<file path="src/design/bpmp_pkg.sv">
package bpmp_pkg;

    localparam int MAX_RES   = 5;
    localparam int RES_IDX_W = 3;
    localparam int CNT_W     = 16;
    localparam int REG_W     = 16;
    localparam int PADDR_W   = 4;
    localparam int PDATA_W   = 32;
    localparam int QDEPTH    = 4;

    localparam logic [CNT_W-1:0] CNT_MAX = {CNT_W{1'b1}};

    typedef logic [1:0] t_kind;

    localparam t_kind KIND_TOKEN = 2'd0;
    localparam t_kind KIND_DEC   = 2'd1;
    localparam t_kind KIND_INC   = 2'd2;
    localparam t_kind KIND_DONE  = 2'd3;

    typedef logic [1:0] t_reg_idx;

    localparam t_reg_idx REG_LEFT  = 2'd0;
    localparam t_reg_idx REG_RIGHT = 2'd1;
    localparam t_reg_idx REG_RES   = 2'd2;

    typedef struct packed {
        logic [RES_IDX_W-1:0]       cnt;
        t_kind [MAX_RES-1:0]        kind;
        logic [CNT_W-1:0]           total;
    } t_job_ctrl;

endpackage

</file>
<file path="src/design/bpmp_front.sv">
module bpmp_front #(
    parameter int ID_BITS = 16
) (
    input  logic                                           i_clk,
    input  logic                                           i_rst_n,
    input  logic                                           i_accept,
    input  logic [ID_BITS-1:0]                             i_token,
    input  logic                                           i_seq_end,
    input  logic [ID_BITS-1:0]                             i_left,
    input  logic [ID_BITS-1:0]                             i_right,
    input  logic [ID_BITS-1:0]                             i_res,
    output bpmp_pkg::t_job_ctrl                            o_ctrl,
    output logic [bpmp_pkg::MAX_RES-1:0][1:0][ID_BITS-1:0] o_ids
);

    logic [ID_BITS-1:0]            r_held, n_held;
    logic                          r_held_v, n_held_v;
    logic [ID_BITS-1:0]            r_before, n_before;
    logic                          r_before_v, n_before_v;
    logic                          r_owed, n_owed;
    logic [bpmp_pkg::CNT_W-1:0]    r_cnt, n_cnt;
    logic [bpmp_pkg::RES_IDX_W-1:0] w_n;
    logic                          w_merge;

    assign w_merge = r_held_v && !r_owed && (r_held == i_left) && (i_token == i_right);

    always_comb begin
        n_held     = r_held;
        n_held_v   = r_held_v;
        n_before   = r_before;
        n_before_v = r_before_v;
        n_owed     = r_owed;
        n_cnt      = r_cnt;
        w_n        = '0;
        o_ctrl     = '0;
        o_ids      = '0;

        if (w_merge) begin
            if (r_before_v) begin
                o_ctrl.kind[w_n] = bpmp_pkg::KIND_DEC;
                o_ids[w_n][0]    = r_before;
                o_ids[w_n][1]    = i_left;
                w_n              = w_n + 1'b1;
            end
            o_ctrl.kind[w_n] = bpmp_pkg::KIND_DEC;
            o_ids[w_n][0]    = i_left;
            o_ids[w_n][1]    = i_right;
            w_n              = w_n + 1'b1;
            if (r_before_v) begin
                o_ctrl.kind[w_n] = bpmp_pkg::KIND_INC;
                o_ids[w_n][0]    = r_before;
                o_ids[w_n][1]    = i_res;
                w_n              = w_n + 1'b1;
            end
            n_held = i_res;
            n_owed = 1'b1;
            if (r_cnt != bpmp_pkg::CNT_MAX) begin
                n_cnt = r_cnt + 1'b1;
            end
        end else begin
            if (r_held_v && r_owed) begin
                o_ctrl.kind[w_n] = bpmp_pkg::KIND_DEC;
                o_ids[w_n][0]    = i_right;
                o_ids[w_n][1]    = i_token;
                w_n              = w_n + 1'b1;
                o_ctrl.kind[w_n] = bpmp_pkg::KIND_INC;
                o_ids[w_n][0]    = r_held;
                o_ids[w_n][1]    = i_token;
                w_n              = w_n + 1'b1;
            end
            if (r_held_v) begin
                o_ctrl.kind[w_n] = bpmp_pkg::KIND_TOKEN;
                o_ids[w_n][0]    = r_held;
                w_n              = w_n + 1'b1;
                n_before         = r_held;
                n_before_v       = 1'b1;
            end
            n_held   = i_token;
            n_held_v = 1'b1;
            n_owed   = 1'b0;
        end

        if (i_seq_end) begin
            o_ctrl.kind[w_n] = bpmp_pkg::KIND_TOKEN;
            o_ids[w_n][0]    = n_held;
            w_n              = w_n + 1'b1;
            o_ctrl.kind[w_n] = bpmp_pkg::KIND_DONE;
            o_ctrl.total     = n_cnt;
            w_n              = w_n + 1'b1;
            n_held           = '0;
            n_held_v         = 1'b0;
            n_before         = '0;
            n_before_v       = 1'b0;
            n_owed           = 1'b0;
            n_cnt            = '0;
        end

        o_ctrl.cnt = w_n;
    end

    always_ff @(posedge i_clk) begin
        if (!i_rst_n) begin
            r_held     <= '0;
            r_held_v   <= 1'b0;
            r_before   <= '0;
            r_before_v <= 1'b0;
            r_owed     <= 1'b0;
            r_cnt      <= '0;
        end else if (i_accept) begin
            r_held     <= n_held;
            r_held_v   <= n_held_v;
            r_before   <= n_before;
            r_before_v <= n_before_v;
            r_owed     <= n_owed;
            r_cnt      <= n_cnt;
        end
    end

endmodule

</file>
<file path="src/design/bpmp_job_queue.sv">
module bpmp_job_queue #(
    parameter int W     = 8,
    parameter int DEPTH = 4
) (
    input  logic         i_clk,
    input  logic         i_rst_n,
    input  logic         i_push,
    input  logic [W-1:0] i_data,
    input  logic         i_pop,
    output logic [W-1:0] o_data,
    output logic         o_full,
    output logic         o_empty
);

    localparam int AW = (DEPTH > 1) ? $clog2(DEPTH) : 1;
    localparam int CW = $clog2(DEPTH + 1);

    logic [W-1:0]  r_mem [DEPTH];
    logic [AW-1:0] r_wptr, r_rptr;
    logic [CW-1:0] r_count;
    logic          w_push, w_pop;

    assign o_full  = (r_count == CW'(DEPTH));
    assign o_empty = (r_count == '0);
    assign w_push  = i_push && !o_full;
    assign w_pop   = i_pop && !o_empty;
    assign o_data  = r_mem[r_rptr];

    always_ff @(posedge i_clk) begin
        if (w_push) begin
            r_mem[r_wptr] <= i_data;
        end
    end

    always_ff @(posedge i_clk) begin
        if (!i_rst_n) begin
            r_wptr  <= '0;
            r_rptr  <= '0;
            r_count <= '0;
        end else begin
            if (w_push) begin
                r_wptr <= (r_wptr == AW'(DEPTH - 1)) ? '0 : r_wptr + 1'b1;
            end
            if (w_pop) begin
                r_rptr <= (r_rptr == AW'(DEPTH - 1)) ? '0 : r_rptr + 1'b1;
            end
            if (w_push && !w_pop) begin
                r_count <= r_count + 1'b1;
            end else if (w_pop && !w_push) begin
                r_count <= r_count - 1'b1;
            end
        end
    end

endmodule

</file>
<file path="src/design/bpmp_back.sv">
module bpmp_back #(
    parameter int ID_BITS = 16
) (
    input  logic                                           i_clk,
    input  logic                                           i_rst_n,
    input  logic                                           i_job_valid,
    input  bpmp_pkg::t_job_ctrl                            i_ctrl,
    input  logic [bpmp_pkg::MAX_RES-1:0][1:0][ID_BITS-1:0] i_ids,
    input  logic                                           i_pop,
    output logic                                           o_job_done,
    output logic [1:0]                                     o_kind,
    output logic [ID_BITS-1:0]                             o_first_id,
    output logic [ID_BITS-1:0]                             o_second_id,
    output logic [bpmp_pkg::CNT_W-1:0]                     o_merge_total,
    output logic                                           o_last_of_run
);

    logic [bpmp_pkg::RES_IDX_W-1:0] r_idx;
    logic                           w_xfer;

    assign w_xfer        = i_pop && i_job_valid;
    assign o_kind        = i_ctrl.kind[r_idx];
    assign o_first_id    = i_ids[r_idx][0];
    assign o_second_id   = i_ids[r_idx][1];
    assign o_last_of_run = (r_idx == i_ctrl.cnt - 1'b1);
    assign o_merge_total = (o_kind == bpmp_pkg::KIND_DONE) ? i_ctrl.total : '0;
    assign o_job_done    = w_xfer && o_last_of_run;

    always_ff @(posedge i_clk) begin
        if (!i_rst_n) begin
            r_idx <= '0;
        end else if (w_xfer) begin
            r_idx <= o_last_of_run ? '0 : r_idx + 1'b1;
        end
    end

endmodule

</file>
<file path="src/design/bpe_merge_pass_pair_deltas.sv">
// single-rule pair merge pass over a token stream
//
// input queue: drive i_token_in/i_seq_end with push; a transfer happens when
// push is high and full is low. set i_seq_end on the final token.
// result queue: while empty is low the oldest result is on o_kind, o_first_id,
// o_second_id, o_merge_total and o_last_of_run; raise pop to take it.
// each token causes zero to five results; o_last_of_run marks the final one.
// the front updates scan state and builds the result list in the cycle of the
// transfer; the list enters a 4-entry job queue and is visible from the next cycle.
// the back shows one result per cycle while pop is high, so a token with one result
// sustains one token per cycle and a token with more results holds the result side longer.
// a stalled result side fills the job queue, then full rises; the front
// keeps its state and nothing is dropped.
// rule registers (left id, right id, merged id) sit on the apb port at 0x0,
// 0x4, 0x8; write them only while the block is idle. pready is tied high.
// synchronous reset clears the scan state, the job queue, the result index
// and the rule registers.
module bpe_merge_pass_pair_deltas #(
    parameter int ID_BITS = 16
) (
    input  logic                           i_clk,
    input  logic                           i_rst_n,
    input  logic                           psel,
    input  logic                           penable,
    input  logic                           pwrite,
    input  logic [bpmp_pkg::PADDR_W-1:0]   paddr,
    input  logic [bpmp_pkg::PDATA_W-1:0]   pwdata,
    output logic [bpmp_pkg::PDATA_W-1:0]   prdata,
    output logic                           pready,
    input  logic                           push,
    output logic                           full,
    input  logic [ID_BITS-1:0]             i_token_in,
    input  logic                           i_seq_end,
    output logic                           empty,
    input  logic                           pop,
    output logic [1:0]                     o_kind,
    output logic [ID_BITS-1:0]             o_first_id,
    output logic [ID_BITS-1:0]             o_second_id,
    output logic [bpmp_pkg::CNT_W-1:0]     o_merge_total,
    output logic                           o_last_of_run
);

    localparam int CTRL_W = $bits(bpmp_pkg::t_job_ctrl);
    localparam int IDS_W  = bpmp_pkg::MAX_RES * 2 * ID_BITS;
    localparam int QW     = CTRL_W + IDS_W;

    logic [bpmp_pkg::REG_W-1:0] r_left, r_right, r_res;
    bpmp_pkg::t_reg_idx         w_idx;
    logic                       w_wr;
    logic                       w_accept;
    logic                       w_job_done;
    logic                       w_q_empty;

    bpmp_pkg::t_job_ctrl                            w_f_ctrl, w_b_ctrl;
    logic [bpmp_pkg::MAX_RES-1:0][1:0][ID_BITS-1:0] w_f_ids, w_b_ids;
    logic [QW-1:0]                                  w_q_head;

    assign pready = 1'b1;
    assign w_idx  = paddr[3:2];
    assign w_wr   = psel && penable && pwrite && pready;

    always_ff @(posedge i_clk) begin
        if (!i_rst_n) begin
            r_left  <= '0;
            r_right <= '0;
            r_res   <= '0;
        end else if (w_wr) begin
            case (w_idx)
                bpmp_pkg::REG_LEFT:  r_left  <= pwdata[bpmp_pkg::REG_W-1:0];
                bpmp_pkg::REG_RIGHT: r_right <= pwdata[bpmp_pkg::REG_W-1:0];
                bpmp_pkg::REG_RES:   r_res   <= pwdata[bpmp_pkg::REG_W-1:0];
                default: ;
            endcase
        end
    end

    always_comb begin
        case (w_idx)
            bpmp_pkg::REG_LEFT:  prdata = bpmp_pkg::PDATA_W'(r_left);
            bpmp_pkg::REG_RIGHT: prdata = bpmp_pkg::PDATA_W'(r_right);
            bpmp_pkg::REG_RES:   prdata = bpmp_pkg::PDATA_W'(r_res);
            default:             prdata = '0;
        endcase
    end

    assign w_accept = push && !full;

    bpmp_front #(.ID_BITS(ID_BITS)) u_front (
        .i_clk     (i_clk),
        .i_rst_n   (i_rst_n),
        .i_accept  (w_accept),
        .i_token   (i_token_in),
        .i_seq_end (i_seq_end),
        .i_left    (ID_BITS'(r_left)),
        .i_right   (ID_BITS'(r_right)),
        .i_res     (ID_BITS'(r_res)),
        .o_ctrl    (w_f_ctrl),
        .o_ids     (w_f_ids)
    );

    bpmp_job_queue #(.W(QW), .DEPTH(bpmp_pkg::QDEPTH)) u_queue (
        .i_clk   (i_clk),
        .i_rst_n (i_rst_n),
        .i_push  (w_accept && (w_f_ctrl.cnt != '0)),
        .i_data  ({w_f_ctrl, w_f_ids}),
        .i_pop   (w_job_done),
        .o_data  (w_q_head),
        .o_full  (full),
        .o_empty (w_q_empty)
    );

    assign w_b_ctrl = bpmp_pkg::t_job_ctrl'(w_q_head[QW-1:IDS_W]);
    assign w_b_ids  = w_q_head[IDS_W-1:0];
    assign empty    = w_q_empty;

    bpmp_back #(.ID_BITS(ID_BITS)) u_back (
        .i_clk         (i_clk),
        .i_rst_n       (i_rst_n),
        .i_job_valid   (!w_q_empty),
        .i_ctrl        (w_b_ctrl),
        .i_ids         (w_b_ids),
        .i_pop         (pop),
        .o_job_done    (w_job_done),
        .o_kind        (o_kind),
        .o_first_id    (o_first_id),
        .o_second_id   (o_second_id),
        .o_merge_total (o_merge_total),
        .o_last_of_run (o_last_of_run)
    );

endmodule

</file>
<file path="config.mk">
export PLATFORM = sky130hd
export DESIGN_NAME = bpe_merge_pass_pair_deltas
export DESIGN_NICKNAME = d
export VERILOG_FILES = /design/src/design/bpmp_pkg.sv /design/src/design/bpmp_front.sv /design/src/design/bpmp_job_queue.sv /design/src/design/bpmp_back.sv /design/src/design/bpe_merge_pass_pair_deltas.sv
export SDC_FILE = /design/constraint.sdc
export NUM_CORES = 1
export LEC_CHECK = 0
export BUFFER_PORTS_ARGS = -buffer_cell sky130_fd_sc_hd__buf_4
export CORE_AREA = 2 2 233 235
export DETAILED_ROUTE_END_ITERATION = 12
export DIE_AREA = 0 0 235 237
export GPL_ROUTABILITY_DRIVEN = 0
export PLACE_DENSITY_LB_ADDON = 0.08
export SLEW_MARGIN = 20
export SYNTH_ARGS = -nofsm -noshare
export SYNTH_HDL_FRONTEND = slang
export SYNTH_SLANG_ARGS = --single-unit
export TNS_END_PERCENT = 5
</file>
<file path="constraint.sdc">
create_clock -name i_clk -period 6.6 [get_ports i_clk]
set_input_delay 1.32 -clock i_clk [delete_from_list [all_inputs] [get_ports i_clk]]
set_output_delay 1.32 -clock i_clk [all_outputs]
set_load 0.005 [all_outputs]
</file>
==> After elaboration in Yosys (flattened, before gate mapping) <==
Memories as Yosys holds them, arrays and structs flattened. A register that Yosys moved wholly into a read port is not among the register bits.
Cells that the tools add are included.
{ "word_totals": {"regBits": 109, "latchBits": 0, "ramBits": 756, "rom_bits": 0, "input_bits": 60, "output_inout_bits": 86, "word_cells": 175, "memories": 1} }
{ "op_classes": {"addsub": 12, "n_mul": 0, "n_div": 0, "n_lt_le_gt_ge": 11, "eq_ne": 11, "shifts": 0, "n_mux": 82, "bitwise": 11, "n_reduce_logical": 34} }
{ "memory_table": {"columns": ["name", "words", "word_bits", "read_ports", "rd_clocked_by_memory_dff", "write_ports", "line_no", "source"], "rows": [
  ["u_queue.r_mem", 4, 189, 1, 1, 1, "bpmp_job_queue.sv:18", "logic [W-1:0] r_mem [DEPTH];"]
]} }
{ "op_table": {"columns": ["cell", "count"], "rows": [
  ["bitwise mux 160 bit", 6],
  ["2-to-1 mux 160 bit", 4],
  ["demux 32 bit (select 3 bit)", 6],
  ["2-to-1 mux 16 bit", 13],
  ["2-to-1 mux 32 bit", 5],
  ["2-to-1 mux 64 bit", 2],
  ["binary-select mux 32 bit (select 3 bit)", 1],
  ["case mux 16 bit (3 select lines)", 1],
  ["== test 16 bit", 2],
  ["demux 2 bit (select 3 bit)", 5],
  ["2-to-1 mux 10 bit", 3],
  ["2-to-1 mux 3 bit", 9],
  ["2-to-1 mux 26 bit", 1],
  ["< comparator 3 x 4 -> 1 bit, second input constant", 6],
  ["2-to-1 mux 2 bit", 12],
  ["adder 3 x 1 -> 3 bit, second input constant", 7],
  ["NOT 10 bit", 2],
  ["logical AND 1 bit", 19],
  ["adder 16 x 1 -> 16 bit, second input constant", 1],
  ["!= test 16 bit, second input constant", 1],
  [">= comparator 3 x 1 -> 1 bit, second input constant", 5],
  ["2-to-1 mux 1 bit", 11],
  ["bitwise AND 10 bit", 1],
  ["bitwise AND 4 x 10 -> 10 bit", 1],
  ["other kinds (22)", 37]
]} }

==> Logic depth before layout (Yosys ltp) <==
{ "logic_depth": {"word_depth": 19, "depth_mapped": 20, "depth_no_buf": 16} }

==> Modules after synthesis <==
From an unflattened synthesis, not the netlist that was laid out.
{ "unflattened": {"cells_unflattened": 2344, "area_unflattened_um2": 37757.5} }
{ "modules_own_cells": {"columns": ["mod", "instances", "cells_each", "area_each_um2", "seq_area_each_um2"], "rows": [
  ["bpmp_job_queue", 1, 1038, 27721.6, 22881.9],
  ["bpmp_front", 1, 837, 5914.4, 1021.0],
  ["bpe_merge_pass_pair_deltas", 1, 253, 2282.2, 960.9],
  ["bpmp_back", 1, 216, 1839.3, 60.1]
]} }

==> Least setup slack after synthesis <==
No wires, ideal clock.
{ "synth_path": {"path_kind": "input -> register", "start": "in i_token_in[1]", "end": "mem u_queue.r_mem[1][0] (netlist bit) (enable)", "setup_time_ns": 0.515, "t_arrival_ns": 6.563, "required_time_ns": 6.085, "path_slack_ns": -0.478, "cell_stages": 13, "path_buffers": 2, "path_cell_list": "xor2_1 -> nor4_2 -> nand3_2 -> nor3_1 -> buf_2 -> nand2_1 -> nand2_1 -> ha_1 -> xnor2_1 -> nor2_1 -> o21a_1 -> clkbuf_1 -> and2_1"} }
{ "synth_rtl": {"columns": ["item", "line_no", "source"], "rows": [
  ["start: declaration", "bpe_merge_pass_pair_deltas.sv:32", "input logic [ID_BITS-1:0] i_token_in,"],
  ["end: declaration", "bpmp_job_queue.sv:18", null]
]} }

==> impl_metrics.env <==
export IMPL_async_flop_share_pct=0
export IMPL_synthCells=2109
export IMPL_tritoncts="built"
export IMPL_fin_hold_ws_ns=0.480
export IMPL_tns_ns=0
export IMPL_end_kind="output pin"
export IMPL_p_sw_mw=2.59
export IMPL_multi_input_area_um2=9780
export IMPL_start_kind="flip-flop"
export IMPL_cts_buffer_depth=3
export IMPL_io_pins=146
export IMPL_cp_arrival_ns=3.66
export IMPL_grt_start_max_net_pins=86
export IMPL_cpPeakStageDelay_ns=0.90
export IMPL_cts_hold_buf=0
export IMPL_rsz0062_at_grt="no"
export IMPL_ys_flop_type="edfxtp_1"
export IMPL_dp_cells=2821
export IMPL_max_cap_viol_count=0
export IMPL_worstSetupPathType="flip-flop to output pin"
export IMPL_synth_cell_types=65
export IMPL_crit_fanout=55
export IMPL_area_delta_synth_final_pct=13.2
export IMPL_cts_root_buf="clkbuf_16"
export IMPL_die_height_um=237
export IMPL_post_cts_buffers=0
export IMPL_core_um2=53300
export IMPL_min_period_ns=4.98
export IMPL_r2r_end="u_queue.r_mem[1][165]$_DFFE_PP_"
export IMPL_cts_buffers=69
export IMPL_slew_headroom_pct=21.3
export IMPL_dr_first_iter_drc_count=2011
export IMPL_crit_slowest_cell="dfxtp_4"
export IMPL_post_cts_resized=0
export IMPL_via_per_inst=6.38
export IMPL_hold_violations=0
export IMPL_syn_area_um2=29600
export IMPL_drive_above_1_share_pct=20.8
export IMPL_crit_required_ns=5.28
export IMPL_worst_r2r_path_depth=13
export IMPL_layout_cells_non_filler=2946
export IMPL_antenna_found_initial=1
export IMPL_seqPwrFrac_pct=47.3
export IMPL_fin_nets=2272
export IMPL_detail_route_antenna_nets=0
export IMPL_cts_htree_levels=3
export IMPL_yosysMostFrequentCell="edfxtp_1"
export IMPL_pwr_share_comb_pct=15.2
export IMPL_ys_ff_latch=667
export IMPL_clkPwrFrac_pct=37.6
export IMPL_leakage_nw=11.4
export IMPL_yosys_top_cells_count="edfxtp_1 (556), nand2_1 (292), mux4_2 (156), a21oi_1 (123), dfxtp_1 (111)"
export IMPL_status="finished, final reports clean"
export IMPL_p_per_area_nw_per_um2=310
export IMPL_synth_edff_count=556
export IMPL_synth_top_area_share_pct=56.4
export IMPL_finalSetupViolations=0
export IMPL_power_mw=10.4
export IMPL_numPortBuffers=110
export IMPL_ir_worst_vdd_v=0.000227
export IMPL_synth_area_leaders="edfxtp_1 (56%), mux4_2 (12%), dfxtp_1 (7.5%)"
export IMPL_yosysSeqAreaShare_pct=63.9
export IMPL_swShare_pct=24.9
export IMPL_rows=85
export IMPL_finalWirelength_um=79300
export IMPL_hp_class="flip-flop to flip-flop"
export IMPL_clock_sinks=667
export IMPL_dr_pass1_iters=7
export IMPL_start_util_pct=55.6
export IMPL_wl_per_cell_um=26.9
export IMPL_crit_family="compound AO/OA/AOI/OAI gates"
export IMPL_avgSynthCellArea_um2=14.0
export IMPL_clk_latency_ns=0.61
export IMPL_num_antenna_cells=0
export IMPL_worstMarginPinSlew_ns=1.18
export IMPL_clk_pin_slew_ns=0.06
export IMPL_reg2reg_slack_ns=2.13
export IMPL_grt_pass1_wl_um=118000
export IMPL_reg2reg_from="r_right[15]$_SDFFE_PN0P_"
export IMPL_die_x_um=235
export IMPL_dieArea_um2=55700
export IMPL_slew_violations=0
export IMPL_skew_ns=0.0381
export IMPL_grt_pass1_vias=18400
export IMPL_fillers=3968
export IMPL_yosys_area_top_type="edfxtp_1"
export IMPL_fmax_mhz=201
export IMPL_critPathCapture="o_merge_total[11]"
export IMPL_ys_warnings_count=0
export IMPL_cp_num_cells=7
export IMPL_worstPathCellList="mux4_2, and2_1, a211oi_1, a311oi_1, a21boi_2, nor2b_1, buf_4"
export IMPL_vias=18800
export IMPL_track_usage_pct=28.6
export IMPL_crit_buf_inv=1
export IMPL_grt_overflow_total=0
export IMPL_power_internal_mw=7.81
export IMPL_drc_errors=0
export IMPL_finalCritPeriodShare_pct=75.5
export IMPL_dp_hpwl_um=50100
export IMPL_regArea_um2=18900
-- power groups by stage --
stage          clock, mW  sequential, mW  combinational, mW
2_1_floorplan          0            4.97              0.947
3_3_place_gp           0            4.99               1.57
3_5_place_dp           0            5.00               1.59
4_1_cts             3.96            4.92               1.59
5_1_grt             4.13            4.94               1.70
6_report            3.91            4.92               1.58
-- kinds of logic after synthesis --
| logic type | share of synthesized area [%] |
|---|---|
| xor gates and xnor gates | 1.24 |
| buffers and inverters | 3.45 |
| other | 0.0254 |
| and+or+nand+nor | 8.23 |
| adders and majority gates | 0.702 |
| AOI/OAI and AO/OA | 8.00 |
| muxes | 14.4 |
| DFF | 63.9 |
-- worst min-delay path by stage --
stage	start	end	slack (ns)	cells after the start
2_1_floorplan	u_front.r_before[15]$_SDFFE_PN0P_	u_front.r_before[15]$_SDFFE_PN0P_	0.45	1
3_3_place_gp	u_front.r_before[4]$_SDFFE_PN0P_	u_front.r_before[4]$_SDFFE_PN0P_	0.46	1
3_5_place_dp	u_front.r_before[13]$_SDFFE_PN0P_	u_front.r_before[13]$_SDFFE_PN0P_	0.47	1
4_1_cts	u_front.r_before[8]$_SDFFE_PN0P_	u_front.r_before[8]$_SDFFE_PN0P_	0.48	1
5_1_grt	u_front.r_before[8]$_SDFFE_PN0P_	u_front.r_before[8]$_SDFFE_PN0P_	0.49	1
6_report	u_front.r_before[8]$_SDFFE_PN0P_	u_front.r_before[8]$_SDFFE_PN0P_	0.48	1
-- flip-flops by register name, summed over array words and instances (netlist names), named ones only --
| register | count |
|---|---|
| u_queue.r_wptr | 2 |
| u_front.r_owed | 1 |
| r_res | 16 |
| u_queue.r_mem | 556 |
| u_front.r_before_v | 1 |
| u_queue.r_count | 3 |
| r_right | 16 |
| u_front.r_held_v | 1 |
| u_queue.r_rptr | 2 |
| r_left | 16 |
| u_front.r_held | 16 |
| u_front.r_cnt | 16 |
| u_back.r_idx | 3 |
| u_front.r_before | 16 |
-- routing by layer --
layer / GRT usage (%) / share of wire, % / wire (µm) / vias to the layer above
met3: 4.98 / 8.9 / 7050 / 144
met2: 43.9 / 46 / 36800 / 935
met5: 0 / 0.010 / 8 / -
met4: 8.76 / 2.5 / 2000 / 2
met1: 42.1 / 42 / 33400 / 9548
li1: - / - / - / 8159
-- stage by stage --
stage               util (%)  setup WS [ns]  area, µm²
floorplan                  -         -0.478      29700
global placement        58.6           1.26      31200
detailed placement      58.6           1.15      31200
CTS                     62.9           1.50      33500
global route            62.9           1.32      33500
finish                  62.9           1.62      33500
-- layout by cell type (no fill, tap or decap), types with 7 or more instances in the layout --
cell type,count
o2111ai_1,16
nand2b_1,8
dfxtp_1,105
nor2_1,93
nor3_1,16
nand2_1,292
a22o_1,32
o21ai_0,103
a22oi_1,17
clkbuf_16,73
nand3_1,13
xor2_1,35
a21o_1,15
clkinvlp_4,7
a211oi_1,17
buf_4,167
edfxtp_1,556
conb_1,17
mux4_2,156
mux2i_1,76
buf_12,11
xnor2_1,7
and3_1,23
and2_1,10
ha_1,15
inv_1,48
nand4_1,10
nor2b_1,37
clkbuf_1,21
a21oi_1,123
o22ai_1,16
-- area by class of cell --
cell class / instances / share of cell area [%]
clock inverter: 28 / 0.974
tap: 696 / 2.60
clock buffer: 97 / 5.81
sequential: 667 / 56.5
multi-input combinational: 1230 / 29.2
inverter: 50 / 0.560
timing repair buffer: 178 / 4.40
Note: power is estimated with default switching activity, not from simulation.
